## config.mk

```make
export PLATFORM = sky130hd
export DESIGN_NAME = dbdc_front
export DESIGN_NICKNAME = d
export VERILOG_FILES = /design/src/sv/dbdc_pkg.sv /design/src/sv/dbdc_front.sv
export VERILOG_INCLUDE_DIRS = /design/src /design/src/sv
export SDC_FILE = /design/constraint.sdc
export NUM_CORES = 1
export LEC_CHECK = 0
export ABC_CLOCK_PERIOD_IN_PS = 4200
export BUFFER_PORTS_ARGS = -buffer_cell sky130_fd_sc_hd__buf_4
export CAP_MARGIN = 20
export CORE_AREA = 4 4 129 131
export CTS_CLUSTER_DIAMETER = 60
export DETAILED_ROUTE_END_ITERATION = 8
export DIE_AREA = 0 0 133 135
export PLACE_DENSITY = 0.74
export SLEW_MARGIN = 20
export SYNTH_ARGS = -nofsm -noshare
export SYNTH_HDL_FRONTEND = slang
export SYNTH_SLANG_ARGS = --single-unit
```

## constraint.sdc

```tcl
create_clock -name clk -period 4.2 [get_ports clk]
set_input_delay 0 -clock clk [delete_from_list [all_inputs] [get_ports clk]]
set_output_delay 0 -clock clk [all_outputs]
set_load 0.05 [all_outputs]
```

## src/sv/detection_box_decode_clip_defines.svh

```systemverilog
// assertion helpers shared by the block's modules
`ifndef DETECTION_BOX_DECODE_CLIP_DEFINES_SVH
`define DETECTION_BOX_DECODE_CLIP_DEFINES_SVH

// condition that holds at every clock edge out of reset
`define DBDC_ASSERT_ALWAYS(lbl, cond, msg) \
	lbl: assert property (@(posedge clk) disable iff (!arst_n) (cond)) else $error(msg);

// implication checked in the same cycle
`define DBDC_ASSERT_IMPL(lbl, ante, cons, msg) \
	lbl: assert property (@(posedge clk) disable iff (!arst_n) (ante) |-> (cons)) else $error(msg);

`endif

```

## src/sv/dbdc_pkg.sv

```systemverilog
`default_nettype none
package dbdc_pkg;

	localparam int FRAC_BITS   = 16;
	localparam int WIDE_W      = 48;
	localparam int CFG_IDX_W   = 2;
	localparam int CFG_DATA_W  = 17;
	localparam int QUEUE_DEPTH = 4;
	localparam int QPTR_W      = $clog2(QUEUE_DEPTH);
	localparam int QCNT_W      = $clog2(QUEUE_DEPTH + 1);

	localparam logic [CFG_IDX_W-1:0] REG_CONF_THRESHOLD = 2'd0;
	localparam logic [CFG_IDX_W-1:0] REG_FRAME_WIDTH    = 2'd1;
	localparam logic [CFG_IDX_W-1:0] REG_FRAME_HEIGHT   = 2'd2;

	localparam logic [16:0] CONF_THRESHOLD_RST = 17'd32768;
	localparam logic [13:0] FRAME_WIDTH_RST    = 14'd640;
	localparam logic [13:0] FRAME_HEIGHT_RST   = 14'd640;

	// 1.5 in Q15.16
	localparam logic signed [31:0] NORM_LIMIT = 32'sd98304;

	typedef struct packed {
		logic signed [31:0] center_x;
		logic signed [31:0] center_y;
		logic signed [31:0] box_w;
		logic signed [31:0] box_h;
		logic [16:0]        confidence;
	} det_in_t;

	typedef struct packed {
		logic [29:0] out_left;
		logic [29:0] out_top;
		logic [29:0] out_width;
		logic [29:0] out_height;
		logic [16:0] out_confidence;
	} det_out_t;

	typedef struct packed {
		logic [16:0] conf_threshold;
		logic [13:0] frame_width;
		logic [13:0] frame_height;
	} cfg_t;

	// detection that passed the confidence check, with its scaling class
	typedef struct packed {
		det_in_t det;
		logic    norm;
	} det_item_t;

	// scale a normalized coordinate to pixels, or widen a pixel coordinate
	function automatic logic signed [WIDE_W-1:0] scale_q16(
		input logic signed [31:0] v,
		input logic [13:0]        f,
		input logic               norm
	);
		logic signed [46:0] prod;
		prod = v * $signed({1'b0, f});
		if (norm) begin
			return WIDE_W'(prod);
		end
		return WIDE_W'(v);
	endfunction

endpackage
`default_nettype wire

```

## src/sv/dbdc_front.sv

```systemverilog
`default_nettype none
`include "detection_box_decode_clip_defines.svh"
module dbdc_front
	import dbdc_pkg::*;
(
	input  wire logic      clk,
	input  wire logic      arst_n,
	input  wire cfg_t      cfg,
	input  wire logic      in_valid,
	output logic           in_stall,
	input  wire det_in_t   in_data,
	output logic           push_valid,
	input  wire logic      push_stall,
	output det_item_t      push_item
);

	logic      valid_s1;
	det_item_t item_s1;
	logic      keep;
	logic      norm;

	assign in_stall = valid_s1 && push_stall;

	// low-confidence detections are consumed here and never reach the queue
	assign keep = in_data.confidence >= cfg.conf_threshold;
	assign norm = (in_data.center_x <= NORM_LIMIT) && (in_data.center_y <= NORM_LIMIT) &&
		(in_data.box_w <= NORM_LIMIT) && (in_data.box_h <= NORM_LIMIT);

	always_ff @(posedge clk or negedge arst_n) begin
		if (!arst_n) begin
			valid_s1 <= 1'b0;
		end else if (!in_stall) begin
			valid_s1 <= in_valid && keep;
		end
	end

	always_ff @(posedge clk) begin
		if (!in_stall) begin
			item_s1.det  <= in_data;
			item_s1.norm <= norm;
		end
	end

	assign push_valid = valid_s1;
	assign push_item  = item_s1;

	`DBDC_ASSERT_IMPL(a_front_conf_kept, valid_s1, item_s1.det.confidence >= cfg.conf_threshold, "front holds a detection below threshold")

endmodule
`default_nettype wire

```

After elaboration in Yosys (flattened, before gate mapping) --
Index checks and enable logic that the tools add are counted. Widths: inputs -> output; s select.
Operators by class: add/sub/neg operators 0, multipliers 0, divide/modulo/power cells 0, $lt $le $gt $ge 5, equality and inequality tests 0, shifts and indexed selects 0, multiplexer cells 0, bitwise operators 0, reduce and logical (&&, ||, !) cells 5
Operator list (number):
- $le 32x18->1 const B | 4
- $ge 17x17->1 | 1
- $logic_and 1x1->1 | 5
Word-level totals: register bits 147, latch bits 0, RAM bits 0, ROM bits 0, bits of input ports 194, output and inout bits 148, word-level logic and storage cells 17, memories kept 0

Longest topological paths before layout --
depth in word-level cells 4, gate-level depth with buffers 6, gate-level depth less buffers 6

Least setup slack after synthesis --
No wires, ideal clock.
kind register -> output, from register valid_s1, in the netlist push_valid, to output in_stall, data arrival time 4.950 ns, required time 4.200 ns, slack -0.750 ns, stages on the path, launching flop included 3, path buffers 0, cells stage by stage dfrtp_1 nand2_1 inv_1
On the way: word-level cells in the longest chain between the ends 1
RTL lines:
- start, declared | RTL line dbdc_front.sv:17 | logic valid_s1;
- start signal, assigned | RTL line dbdc_front.sv:33 | valid_s1 <= in_valid && keep;
- $logic_and 1x1->1 | RTL line dbdc_front.sv:22 | assign in_stall = valid_s1 && push_stall;
- end, declared | RTL line dbdc_front.sv:10 | output logic in_stall,
No other way between the ends.

Worst setup path after layout --
from register valid_s1, in the netlist push_valid, to register valid_s1, in the netlist push_valid
On the way: word-level cells in the longest chain between the ends 1
RTL lines (RTL line):
- $logic_and 1x1->1 | dbdc_front.sv:22
No other way between the ends. A chain may end at the register's enable or synchronous reset.

==> results by group <==
STA
  – Worst-margin pin slew: 0.517 ns
  – RSZ-0062 raised after global routing: no
  – Clk_skew: 0.00415 ns
  – Fin crit period: about 1.8 ns
  – Period Utilization, post-route: 0.431
  – Max Slew Vio Count: 0
  – Highest clock rate: ~0.55 GHz
  – Final setup fails: 0
  – Hold Fails Final Rpt: 0
  – Setup TNS: 0 ns
  – Rel. slew slack: 0.655

Layout
  – Share of cells above drive strength 1: 0.468
  – Most frequent cells in the layout: buf_4 (313), dlygate4sd3_1 (148), edfxtp_1 (146)
  – Most common cell after layout, fill and taps aside: buf_4
  – Fillers: 1052
  – Area of the multi-input gates: 699 µm²
  – Post-Route Utilization: 0.631
  – Antenna diode count: 0
  – Layout net count: between 900 and 1000
  – FF/Latch Area: 4410 µm²
  – Area delta synth->final: 90.8%

GRT
  – Initial antenna violation count: 0
  – First-pass GRT wire length: 26200 µm
  – Vias in the first global route: about 4900
  – Total global-route track usage: 0.190
  – Pin count of the biggest net entering global routing: 149
  – Grt total ovfl: 0

Critical path
  – CP Capture Type: flop
  – Crit path kind: reg -> reg
  – Slowest CP cell: dfrtp_1
  – Worst Path Arrival: roughly 2.1 ns
  – Worst-path fanout max: 84
  – Required time worst endpoint: around 4.5 ns
  – Reg2reg start: push_valid
  – CP startpoint: push_valid
  – CP peak stage delay: 0.45 ns
  – Crit path launch type: flop
  – Crit-path cells: nand2_8, buf_16, o211ai_1, a211o_1

Logic synthesis
  – Share of the yosys chip area belonging to registers: 0.855
  – Synthesized flop and latch total: 147
  – Syn_nets: 464
  – Post-synth cell types: 24
  – Synth Warn #: 0
  – Synth Area per Inst: 20.4 µm²
  – Synthesized instance count: 253
  – Synthesized cell area: between 5000 and 6000 µm²

Worst hold path
  – Class of the worst hold path: in -> reg
  – Worst hold start: cfg[44]

Power
  – Power per cell area: 434 nW/µm²
  – Leakage: about 4.3 nW
  – Worst vdd ir: 0.000238 V

Clocking
  – H-tree levels: 4
  – Clock buffer depth: 2
  – Clock buffer count from CTS: 17
  – CTS tree: done
  – Worst-skew pair later-pin latency: 0.41 ns
  – Clk sinks: 147
  – Root Buffer: clkbuf_16
  – Clock transition at path regs: 0.06 ns
  – Post-CTS Resized: 0

Die
  – Full die area: 18000 µm²
  – Die Ht: roughly 140 µm
  – Core footprint: ~16000 µm²
  – Chip Width: 133 µm
  – Initial Util: 0.331
  – I/O Pins: roughly 340
  – Site row count: 46

Drt
  – DR iter-0 viols: 215
  – Vias: 4324
  – WL/cell: 18.2 µm
  – DR DRC count: 0
  – Mean number of vias per cell: about 4.5
  – Detailed-route wire length: between 15000 and 20000 µm
  – Pre-Repair DR Iteration Count: 4
  – ANT nets after route: 0

Job
  – Total of max-cap violations: 0

Status
  – Outcome: complete, no violations

Place
  – GP Congestion: 0.811
  – Hpwl dp: 11700 µm
  – Port bufs: 313
==> final timing paths <==
path,to,slack (ns),depth (start not counted)
min,push_valid,0.17,6
min reg2reg,push_item[7],1.05,1
max,push_valid,2.39,4
max reg2reg,push_valid,2.39,4
max in group asynchronous,push_valid,3.68,3
min in group asynchronous,push_valid,0.42,3
==> cells in the mapped netlist (all sizes together) <==
| cell | instances | share of area |
|---|---|---|
| nand2 | 9 | 0.0065 |
| nor3b | 2 | 0.0029 |
| a21oi | 4 | 0.0039 |
| and3 | 1 | 0.0012 |
| and4 | 1 | 0.0017 |
| or4 | 4 | 0.0065 |
| a41oi | 4 | 0.0068 |
| o21ai | 3 | 0.0029 |
| inv | 18 | 0.013 |
| nor2 | 1 | 0.00073 |
| o21a | 1 | 0.0015 |
| o211ai | 3 | 0.0044 |
| a211o | 1 | 0.0017 |
| dfrtp | 1 | 0.0048 |
| nor3 | 8 | 0.0097 |
| a41o | 4 | 0.0078 |
| ha | 17 | 0.041 |
| edfxtp | 146 | 0.85 |
| a21o | 2 | 0.0029 |
| nor4 | 22 | 0.029 |
| nand3 | 1 | 0.00097 |
==> cell type report <==
type                    instances  share of cell area
well taps                     216              0.0275
inverters                      18             0.00686
flip-flops and latches        147               0.448
clock inverters                13              0.0111
clock buffers                  18              0.0436
repair buffers                462               0.392
multi-input cells              88              0.0711
==> flip-flops by register name, summed over array words and instances (netlist names) <==
name / cells
push_item: 146
push_valid: 1
==> critical path: cells and delay by family, from the launching register on <==
kind	cells	cell delay, ns
and+or+nand+nor	1	0.39
AOI/OAI and AO/OA	2	0.45
DFF	1	0.45
buffers and inverters	1	0.39
==> power breakdown <==
part,switching [mW],internal [mW],total [mW],leakage (nW)
Combinational,0.678,0.377,1.05,2.49
Clock,0.583,0.809,1.39,0.264
Sequential,0.0454,1.78,1.82,1.52
Total,1.31,2.96,4.27,4.27
==> layer usage <==
| metal | global-route usage | vias to the layer above | routed length, µm |
|---|---|---|---|
| met5 | 0 | - | 0 |
| met4 | 0.0918 | 0 | 563 |
| met3 | 0.0648 | 43 | 1490 |
| met2 | 0.341 | 247 | 9230 |
| met1 | 0.200 | 2030 | 6240 |
| li1 | - | 2004 | - |
==> stage by stage <==
stage	power (mW)	hold WS, ns	instances	setup WS, ns	instance area [µm²]
6_report	4.27	0.172	962	2.39	9840
5_1_grt	4.43	0.212	962	2.25	9840
4_1_cts	4.28	0.134	961	2.15	9820
3_5_place_dp	2.78	-0.225	782	2.29	7800
3_3_place_gp	2.76	-0.223	782	2.34	7800
2_1_floorplan	2.40	-0.296	253	1.01	5160
==> logic make-up (layout without fill, tap and decap cells) <==
kind of cell / after synthesis / in the layout / synth area share
and+or+nand+nor: 49 / 49 / 0.0594
adders and majority gates: 17 / 17 / 0.0412
AOI/OAI and AO/OA: 22 / 22 / 0.0318
buffers and inverters: 18 / 511 / 0.0131
DFF: 147 / 147 / 0.855
==> timing repair <==
item,4_1_cts,5_1_grt
buffers inserted,0,0
endpoints found under the hold margin,147,0
hold buffers,148,0
setup endpoints to repair,0,0
Power figures use the tool's default switching activity.
