`src/sv/detection_box_decode_clip_defines.svh`:
```
// assertion helpers shared by the block's modules
`ifndef DETECTION_BOX_DECODE_CLIP_DEFINES_SVH
`define DETECTION_BOX_DECODE_CLIP_DEFINES_SVH

// condition that holds at every clock edge out of reset
`define DBDC_ASSERT_ALWAYS(lbl, cond, msg) \
	lbl: assert property (@(posedge clk) disable iff (!arst_n) (cond)) else $error(msg);

// implication checked in the same cycle
`define DBDC_ASSERT_IMPL(lbl, ante, cons, msg) \
	lbl: assert property (@(posedge clk) disable iff (!arst_n) (ante) |-> (cons)) else $error(msg);

`endif

```
`src/sv/dbdc_pkg.sv`:
```
`default_nettype none
package dbdc_pkg;

	localparam int FRAC_BITS   = 16;
	localparam int WIDE_W      = 48;
	localparam int CFG_IDX_W   = 2;
	localparam int CFG_DATA_W  = 17;
	localparam int QUEUE_DEPTH = 4;
	localparam int QPTR_W      = $clog2(QUEUE_DEPTH);
	localparam int QCNT_W      = $clog2(QUEUE_DEPTH + 1);

	localparam logic [CFG_IDX_W-1:0] REG_CONF_THRESHOLD = 2'd0;
	localparam logic [CFG_IDX_W-1:0] REG_FRAME_WIDTH    = 2'd1;
	localparam logic [CFG_IDX_W-1:0] REG_FRAME_HEIGHT   = 2'd2;

	localparam logic [16:0] CONF_THRESHOLD_RST = 17'd32768;
	localparam logic [13:0] FRAME_WIDTH_RST    = 14'd640;
	localparam logic [13:0] FRAME_HEIGHT_RST   = 14'd640;

	// 1.5 in Q15.16
	localparam logic signed [31:0] NORM_LIMIT = 32'sd98304;

	typedef struct packed {
		logic signed [31:0] center_x;
		logic signed [31:0] center_y;
		logic signed [31:0] box_w;
		logic signed [31:0] box_h;
		logic [16:0]        confidence;
	} det_in_t;

	typedef struct packed {
		logic [29:0] out_left;
		logic [29:0] out_top;
		logic [29:0] out_width;
		logic [29:0] out_height;
		logic [16:0] out_confidence;
	} det_out_t;

	typedef struct packed {
		logic [16:0] conf_threshold;
		logic [13:0] frame_width;
		logic [13:0] frame_height;
	} cfg_t;

	// detection that passed the confidence check, with its scaling class
	typedef struct packed {
		det_in_t det;
		logic    norm;
	} det_item_t;

	// scale a normalized coordinate to pixels, or widen a pixel coordinate
	function automatic logic signed [WIDE_W-1:0] scale_q16(
		input logic signed [31:0] v,
		input logic [13:0]        f,
		input logic               norm
	);
		logic signed [46:0] prod;
		prod = v * $signed({1'b0, f});
		if (norm) begin
			return WIDE_W'(prod);
		end
		return WIDE_W'(v);
	endfunction

endpackage
`default_nettype wire

```
`src/sv/dbdc_queue.sv`:
```
`default_nettype none
`include "detection_box_decode_clip_defines.svh"
module dbdc_queue
	import dbdc_pkg::*;
(
	input  wire logic      clk,
	input  wire logic      arst_n,
	input  wire logic      push_valid,
	output logic           push_stall,
	input  wire det_item_t push_item,
	output logic           pop_valid,
	input  wire logic      pop_stall,
	output det_item_t      pop_item
);

	det_item_t          mem_q [QUEUE_DEPTH];
	logic [QPTR_W-1:0]  wr_ptr_q;
	logic [QPTR_W-1:0]  rd_ptr_q;
	logic [QCNT_W-1:0]  count_q;
	logic               do_push;
	logic               do_pop;

	assign push_stall = count_q == QCNT_W'(QUEUE_DEPTH);
	assign pop_valid  = count_q != '0;
	assign do_push    = push_valid && !push_stall;
	assign do_pop     = pop_valid && !pop_stall;
	assign pop_item   = mem_q[rd_ptr_q];

	always_ff @(posedge clk or negedge arst_n) begin
		if (!arst_n) begin
			wr_ptr_q <= '0;
			rd_ptr_q <= '0;
			count_q  <= '0;
		end else begin
			if (do_push) begin
				wr_ptr_q <= wr_ptr_q + 1'b1;
			end
			if (do_pop) begin
				rd_ptr_q <= rd_ptr_q + 1'b1;
			end
			case ({do_push, do_pop})
				2'b10:   count_q <= count_q + 1'b1;
				2'b01:   count_q <= count_q - 1'b1;
				default: count_q <= count_q;
			endcase
		end
	end

	always_ff @(posedge clk) begin
		if (do_push) begin
			mem_q[wr_ptr_q] <= push_item;
		end
	end

	`DBDC_ASSERT_ALWAYS(a_queue_no_overflow, count_q <= QCNT_W'(QUEUE_DEPTH), "queue count above depth")
	`DBDC_ASSERT_ALWAYS(a_queue_ptr_match, QPTR_W'(wr_ptr_q - rd_ptr_q) == count_q[QPTR_W-1:0], "queue pointers disagree with count")

endmodule
`default_nettype wire

```
`config.mk`:
```
export PLATFORM = sky130hd
export DESIGN_NAME = dbdc_queue
export DESIGN_NICKNAME = d
export VERILOG_FILES = /design/src/sv/dbdc_pkg.sv /design/src/sv/dbdc_queue.sv
export VERILOG_INCLUDE_DIRS = /design/src /design/src/sv
export SDC_FILE = /design/constraint.sdc
export NUM_CORES = 1
export LEC_CHECK = 0
export BUFFER_PORTS_ARGS = -buffer_cell sky130_fd_sc_hd__clkbuf_2
export CAP_MARGIN = 20
export CORE_MARGIN = 4
export CORE_UTILIZATION = 61
export DETAILED_ROUTE_END_ITERATION = 8
export PLACE_DENSITY = 0.84
export SETUP_SLACK_MARGIN = 0.4
export SLEW_MARGIN = 20
export SYNTH_ARGS = -nofsm -noshare
export SYNTH_HDL_FRONTEND = slang
export SYNTH_SLANG_ARGS = --single-unit
```
`constraint.sdc`:
```
create_clock -name clk -period 12 [get_ports clk]
set_input_delay 3.6 -clock clk [delete_from_list [all_inputs] [get_ports clk]]
set_output_delay 3.6 -clock clk [all_outputs]
set_load 0.02 [all_outputs]
```
# Word-level counts from Yosys, hierarchy flattened
# Memories as Yosys holds them, arrays and structs flattened.
# Cells that the tools add are included.
dict set report op_classes {
  muxes 3
  add_sub_neg 4
  eq_ne 3
  reduce_logical 6
}
# operator n
set op_table {}
lappend op_table {{one-hot mux 3 bit (2 select lines)} 1}
lappend op_table {{adder 2 x 1 -> 2 bit (second input constant)} 2}
lappend op_table {{adder 3 x 1 -> 3 bit (second input constant)} 1}
lappend op_table {{== test 3 bit (second input constant)} 1}
lappend op_table {{nonzero test 3 bit} 1}
lappend op_table {{subtractor 3 x 1 -> 3 bit (second input constant)} 1}
lappend op_table {{== test 2 x 1 -> 1 bit (second input constant)} 1}
lappend op_table {{== test 2 bit (second input constant)} 1}
lappend op_table {{logical AND 1 bit} 2}
lappend op_table {{logical NOT 1 bit} 2}
lappend op_table {{two-way mux 1 bit} 2}
lappend op_table {{nonzero test 2 bit} 1}
dict set report totals {
  output_inout_bits 148
  ram_bits 584
  elab_cells 20
  n_memories 1
  inputBits 150
  ff_bits 7
}
# name words width read_ports rd_ports_with_merged_regs wr line
set memory_table {}
lappend memory_table {mem_q 4 146 1 0 1 dbdc_queue.sv:16} ;# det_item_t mem_q [QUEUE_DEPTH];

# Longest topological paths before layout
# Gate-level depths: netlist of run 1.
dict set report depth {
  word_depth 5
  ltp_mapped 9
  mapped_depth_nobuf 9
}

# Worst setup path after synthesis of run 1
# No wires, ideal clock.
dict set report synth_timing {
  path_type {input to register}
  from {input push_valid}
  to {memory mem_q[0][0] (netlist name), enable pin}
  required_time_ns 11.477
  slack_ns 4.163
  n_path_buf 0
  setup_ns 0.523
  arrival_time_ns 7.314
  cell_stages 2
  path_cell_list {nor2b_1 -> and2_1}
}
dict set report synth_between {
  elab_chain_len 3
}
# item line
set synth_rtl {}
lappend synth_rtl {{from (decl)} dbdc_queue.sv:8} ;# input wire logic push_valid,
lappend synth_rtl {{logical AND 1 bit} dbdc_queue.sv:25} ;# assign do_push = push_valid && !push_stall;
lappend synth_rtl {{two-way mux 1 bit} dbdc_queue.sv:50} ;# if (do_push) begin
lappend synth_rtl {{two-way mux 1 bit (implied by the code)} dbdc_queue.sv:51} ;# mem_q[wr_ptr_q] <= push_item;
lappend synth_rtl {{to (decl)} dbdc_queue.sv:16}
# Every way passes these cells.

==> results of run 1 <==
-- logic make-up after synthesis --
group | share of synthesized area
XOR/XNOR | 0.00243
buffers and inverters | 0.0180
multiplexers | 0.153
AND/OR/NAND/NOR | 0.00272
adder cells (fa/ha/maj) | 0.00382
flip-flops | 0.820
-- metrics by stage --
step           utilization  std cells  hold slack [ns]  total power [W]
2_1_floorplan            -        801            0.456          0.00442
3_3_place_gp         0.674       1533            0.469          0.00492
3_5_place_dp         0.674       1533            0.486          0.00498
4_1_cts              0.722       1636            0.496          0.00660
5_1_grt              0.723       1637            0.519          0.00682
6_report             0.723       1637            0.492          0.00652
-- layout by cell type (no fill, tap or decap) --
| cell | instances |
|---|---|
| clkbuf_16 | 56 |
| dfrtp_4 | 2 |
| mux2_2 | 1 |
| buf_4 | 11 |
| clkinv_2 | 9 |
| clkinv_8 | 1 |
| and2_4 | 4 |
| xor2_1 | 4 |
| clkinvlp_4 | 1 |
| nor2b_1 | 1 |
| fa_1 | 1 |
| mux2i_1 | 1 |
| dfrtp_1 | 5 |
| xnor2_1 | 2 |
| nor2_1 | 2 |
| nor3_1 | 1 |
| clkbuf_2 | 297 |
| nor3b_1 | 2 |
| mux4_2 | 146 |
| clkbuf_1 | 20 |
| inv_1 | 7 |
| inv_6 | 1 |
| edfxtp_1 | 584 |
| bufinv_16 | 2 |
| buf_6 | 2 |
| ha_1 | 5 |
| clkinv_1 | 13 |
| diode_2 | 1 |
-- layer usage --
layer  GRT usage  wire length (µm)  vias up  share of wire
met5           0                55        -         0.0013
met4      0.0688               930        8          0.022
met3      0.0687              3870       67          0.091
met2       0.363             21600      408           0.51
met1       0.308             16100     5091           0.38
li1            -                 -     4160              -
-- synth_stat cells --
cell	instances
xnor2_1	2
buf_12	11
buf_4	2
edfxtp_1	584
nor2_1	2
dfrtp_1	7
xor2_1	4
buf_6	3
ha_1	5
inv_1	7
and2_1	4
buf_8	1
nor3b_1	2
buf_2	14
clkbuf_1	2
mux2_2	1
mux4_2	146
nor2b_1	1
nor3_1	1
fa_1	1
mux2i_1	1
-- power by group --
group | switching (W) | internal, W
clock | 0.000699 | 0.000902
combinational | 0.00128 | 0.000792
sequential | 0.000119 | 0.00274
total | 0.00210 | 0.00443
-- cell type report --
| type | instances | area (µm²) | share of cell area |
|---|---|---|---|
| Timing Repair Buffer | 310 | 1590 | 0.0634 |
| Inverter | 7 | 26.3 | 0.00105 |
| Clock buffer | 76 | 1480 | 0.0589 |
| Sequential cell | 591 | 17700 | 0.706 |
| Clock inverter | 27 | 186 | 0.00743 |
| Antenna cell | 1 | 2.50 | 0.0000998 |
| Tap cell | 455 | 569 | 0.0227 |
| Multi-Input combinational cell | 170 | 3510 | 0.140 |
-- sequential cells by signal, indices dropped and copies added (netlist names) --
register  cells
rd_ptr_q      2
count_q       3
mem_q       584
wr_ptr_q      2
-- worst register-to-register path, delay by kind of cell, from the launching register on --
kind	cells	cell delay, ns
and+or+nand+nor	3	1.25
buffers and inverters	1	0.79
DFF	1	0.40
-- path summary, 6_finish.rpt --
kind	startpoint	end	slack, ns	cells after the start
max	rd_ptr_q[0]$_DFFE_PN0P_	pop_item[0]	5.12	4
max reg2reg	count_q[2]$_DFFE_PN0P_	mem_q[3][103]$_DFFE_PP_	9.15	4
min reg2reg	count_q[2]$_DFFE_PN0P_	count_q[2]$_DFFE_PN0P_	0.49	1
min	count_q[2]$_DFFE_PN0P_	count_q[2]$_DFFE_PN0P_	0.49	1
min in group asynchronous	arst_n	rd_ptr_q[0]$_DFFE_PN0P_	2.85	1
max in group asynchronous	arst_n	rd_ptr_q[1]$_DFFE_PN0P_	8.93	1
==> summary.txt, run 1 <==
Pwr
  – Static Leak: about 8.6 nW
  – Power per cell area: 260 mW/mm²
  – Worst vdd ir: roughly 0.18 mV

Floorplanning
  – Die area: about 0.038 mm²
  – Placeable Area: 0.0347 mm²
  – Starting Density: 0.622
  – Die Span Y: 196 µm
  – Die Wd: slightly below 200 µm
  – I/O pin cnt: 298
  – Cell row count: 68

STA
  – Final slew viol count: 0
  – Setup_tns: 0 ns
  – Tcrit/Tclk final: 0.573
  – Hold violation count in the final report: 0
  – Clk_skew: 0.0131 ns
  – Crit path time final: 6.88 ns
  – Worst-Margin Slew: 1.09 ns
  – Final setup viols: 0
  – Fmax: roughly 150 MHz
  – Relative slew slack: 0.275
  – RSZ-0062 raised after global routing: false
  – Worst setup margin: just over 5 ns

GRT
  – Initial antenna violation count: 5
  – All-Layer GR Usage: 0.226
  – Vias in the first global route: 10.5k
  – First-pass GRT wire length: 65100 µm
  – Largest net degree at the start of global routing: 73
  – GRT overflow: 0

Yosys
  – Synth cell types: 21
  – Yosys top cell area share: 0.812
  – Largest cells by area after synthesis: edfxtp_1 (81%), mux4_2 (15%), buf_12 (1.0%), dfrtp_1 (0.81%), buf_2 (0.32%)
  – Post-synthesis net count: 957
  – Flops & latches, synth: just under 600
  – Mapped Avg Cell Area: 27.0 µm²
  – Register area share after synthesis: 0.820
  – Syn Inst Count: 801
  – Synthesis Warnings: 0
  – Area leader, netlist: edfxtp_1
  – Syn Std Cell Area: 0.0216 mm²

Detailed routing
  – DR vias/cell: 5.95
  – First-pass DRT Iterations: 5
  – DR vias: ~9.7k
  – DRC: 0
  – DRT iter0 DRCs: between 700 and 800
  – ANT nets after route: 0
  – WL/cell: approximately 26 µm
  – Total wire length: ~43000 µm

Clock network
  – Number of setup buffers added after CTS: 0
  – Clk buf depth: 3
  – Post-CTS Resized: 0
  – Clock sinks: 591
  – Hold buffer count at cts: 0
  – Cts bufs inserted: 55
  – H-tree depth: 2
  – Clock Tree Root: clkbuf_16
  – Worst-path clk slew: 0.06 ns
  – CTS tree: done
  – Worst skew pair latency: 0.59 ns

Critical path
  – Critical path endpoint category: primary output
  – Critical setup path kind: reg -> out
  – Crit path max-delay cell type: buf_4
  – Arr. time, crit path: 3.28 ns
  – Critical path's largest stage delay: 0.75 ns
  – Critical Path, Cell by Cell: buf_6 -> buf_4 -> mux4_2 -> clkbuf_2
  – Crit-path leading delay family: buffers and inverters
  – Number of buffers and inverters on the critical path: 3
  – Worst EP required: 8.40 ns
  – CP Launch Type: flop
  – Max FO, Critical Path: 54

Worst hold path
  – Hold WC Path Type: reg -> reg

Place
  – Placement Setup Slack: 5.38 ns
  – Routability Congestion: 0.736
  – HPWL Detailed: approximately 25000 µm
  – Port Buffers: 297
  – Post-place instance area: 0.0234 mm²

Outcome
  – Status: finished clean

Final layout
  – Final Cell Area: roughly 0.025 mm²
  – FILL cells: 1907
  – # nets final: 1291
  – Area grow syn2layout: 16.1%
  – Share of cells above drive strength 1: 0.451

Run
  – Max-Cap Viols: 0
Note: power is estimated with default switching activity, not from simulation.
==> run 2: changes to the inputs <==
--- a/config.mk
+++ b/config.mk
@@ -9,9 +9,9 @@
 export BUFFER_PORTS_ARGS = -buffer_cell sky130_fd_sc_hd__clkbuf_2
 export CAP_MARGIN = 20
 export CORE_MARGIN = 4
-export CORE_UTILIZATION = 61
+export CORE_UTILIZATION = 51
 export DETAILED_ROUTE_END_ITERATION = 8
-export PLACE_DENSITY = 0.84
+export PLACE_DENSITY = 0.75
 export SETUP_SLACK_MARGIN = 0.4
 export SLEW_MARGIN = 20
 export SYNTH_ARGS = -nofsm -noshare
==> constraint.sdc (replaced) <==
create_clock -name clk -period 5.8 [get_ports clk]
set_input_delay 1.74 -clock clk [delete_from_list [all_inputs] [get_ports clk]]
set_output_delay 1.74 -clock clk [all_outputs]
set_load 0.02 [all_outputs]
==> summary.txt, run 2 (synthesized netlist as in run 1, its figures left out) <==
Clock network
  – Clock Tree Root: clkbuf_16
  – Post-CTS Resized: 0
  – Hold buffer count at cts: 0
  – Clock sinks: 591
  – Worst-path clk slew: 0.06 ns
  – CTS tree: done
  – Worst skew pair latency: 0.60 ns
  – Cts bufs inserted: 56
  – H-tree depth: 2
  – Clk buf depth: 3
  – Number of setup buffers added after CTS: 0

Final layout
  – Reg with most FFs: mem_q
  – FILL cells: 2858
  – Share of cells above drive strength 1: 0.460
  – Area grow syn2layout: 17.8%
  – Largest registers: mem_q: 584 flops, count_q: 3 flops
  – Final Cell Area: approximately 0.025 mm²
  – Fin cells: 1727
  – Commonest cells after routing, fill and taps aside: edfxtp_1 (584), clkbuf_2 (297), mux4_2 (146)
  – # nets final: 1294
  – Most common cell after layout, fill and taps aside: edfxtp_1
  – Max reg flops: a little under 600

Floorplanning
  – Cell row count: 75
  – I/O pin cnt: 298
  – Die area: between 0.04 and 0.05 mm²
  – Starting Density: 0.515
  – Placeable Area: 0.0419 mm²
  – Die Wd: ~210 µm
  – Die Span Y: 214 µm

Worst hold path
  – Hold path depth: 1
  – Hold WC Path Type: reg -> reg

Detailed routing
  – DRC: 0
  – ANT nets after route: 0
  – First-pass DRT Iterations: 4
  – Total wire length: 41600 µm
  – DRT iter0 DRCs: 742
  – WL/cell: 24.1 µm
  – DR vias: 9557
  – DR vias/cell: 5.53

Place
  – Routability Congestion: 0.747
  – Placement Setup Slack: 1.75 ns
  – Post-place instance area: roughly 0.024 mm²
  – HPWL Detailed: roughly 25000 µm
  – Placed Cells: ~1.6k
  – Port Buffers: ~300

Pwr
  – Power per cell area: 539 mW/mm²
  – Worst vdd ir: a little over 0.4 mV
  – Total power: 0.0137 W
  – Static Leak: 8.71 nW

STA
  – Worst setup margin: about 1.3 ns
  – Worst-Margin Slew: 0.914 ns
  – Crit path time final: 4.50 ns
  – RSZ-0062 raised after global routing: false
  – Hold violation count in the final report: 0
  – Setup_tns: 0 ns
  – Clk_skew: 0.0209 ns
  – Final slew viol count: 0
  – Fmax: 222 MHz
  – Tcrit/Tclk final: 0.775
  – Relative slew slack: 0.391
  – Final setup viols: 0

Outcome
  – Status: finished clean

Critical path
  – Max FO, Critical Path: 44
  – Critical path's largest stage delay: 0.91 ns
  – Crit path depth: 3
  – Crit path max-delay cell type: dfrtp_4
  – Critical Path, Cell by Cell: buf_12 -> mux4_2 -> clkbuf_2
  – Arr. time, crit path: 2.76 ns
  – Crit-path leading delay family: flip-flops
  – Critical setup path kind: reg -> out
  – Critical path endpoint category: primary output
  – R2R cell count: 4
  – Number of buffers and inverters on the critical path: 2
  – CP Launch Type: flop
  – Worst EP required: between 4 and 5 ns

GRT
  – Initial antenna violation count: 9
  – Largest net degree at the start of global routing: 58
  – First-pass GRT wire length: 61800 µm
  – All-Layer GR Usage: 0.182
  – Vias in the first global route: 10.1k
  – GRT overflow: 0

Run
  – Max-Cap Viols: 0
-- run 2: changes by cell type in the layout (fill, tap and decap cells not counted), moves of 2 or more --
cell,delta
buf_12,+12
clkbuf_1,-4
diode_2,+2
clkinvlp_4,+2
buf_6,-2
buf_4,-8
bufinv_16,+2
clkinv_1,-4
clkinv_2,+4
-- run 2: metrics by stage --
step,utilization,hold slack [ns]
final,0.607,0.513
after global placement,0.565,0.471
after global routing,0.607,0.535
after CTS,0.606,0.516
after floorplan,-,0.456
after detailed placement,0.565,0.507
-- run 2: cell type report --
type                    count  area, µm²  share of cell area
diodes                      3       7.51            0.000295
clock buffers              73       1490              0.0584
clock inverters            32        268              0.0105
inverters                   7       26.3             0.00103
multi-input cells         170       3510               0.138
flip-flops and latches    591      17700               0.696
well taps                 539        674              0.0265
repair buffers            312       1750              0.0687
-- run 2: layer usage --
metal,vias to the layer above,global-route usage,part of all wire
li1,4162,-,-
met1,4958,0.250,0.40
met2,327,0.281,0.48
met3,98,0.0557,0.087
met4,12,0.0649,0.031
met5,-,0,0.0018
-- run 2: path summary, 6_finish.rpt --
| check | startpoint | endpoint | slack, ns |
|---|---|---|---|
| max in group asynchronous | arst_n | rd_ptr_q[0]$_DFFE_PN0P_ | 4.62 |
| min in group asynchronous | arst_n | rd_ptr_q[1]$_DFFE_PN0P_ | 0.99 |
| setup / recovery | rd_ptr_q[0]$_DFFE_PN0P_ | pop_item[44] | 1.30 |
| hold reg to reg | count_q[2]$_DFFE_PN0P_ | count_q[2]$_DFFE_PN0P_ | 0.51 |
| setup reg to reg | count_q[2]$_DFFE_PN0P_ | mem_q[1][111]$_DFFE_PP_ | 3.05 |
| hold / removal | count_q[2]$_DFFE_PN0P_ | count_q[2]$_DFFE_PN0P_ | 0.51 |
-- run 2: report_power, final --
part           leakage [nW]  switching [W]  internal, W
Sequential             5.43       0.000327      0.00564
Combinational          2.42        0.00256      0.00172
Clock                 0.856        0.00149      0.00198
Total                  8.71        0.00437      0.00934
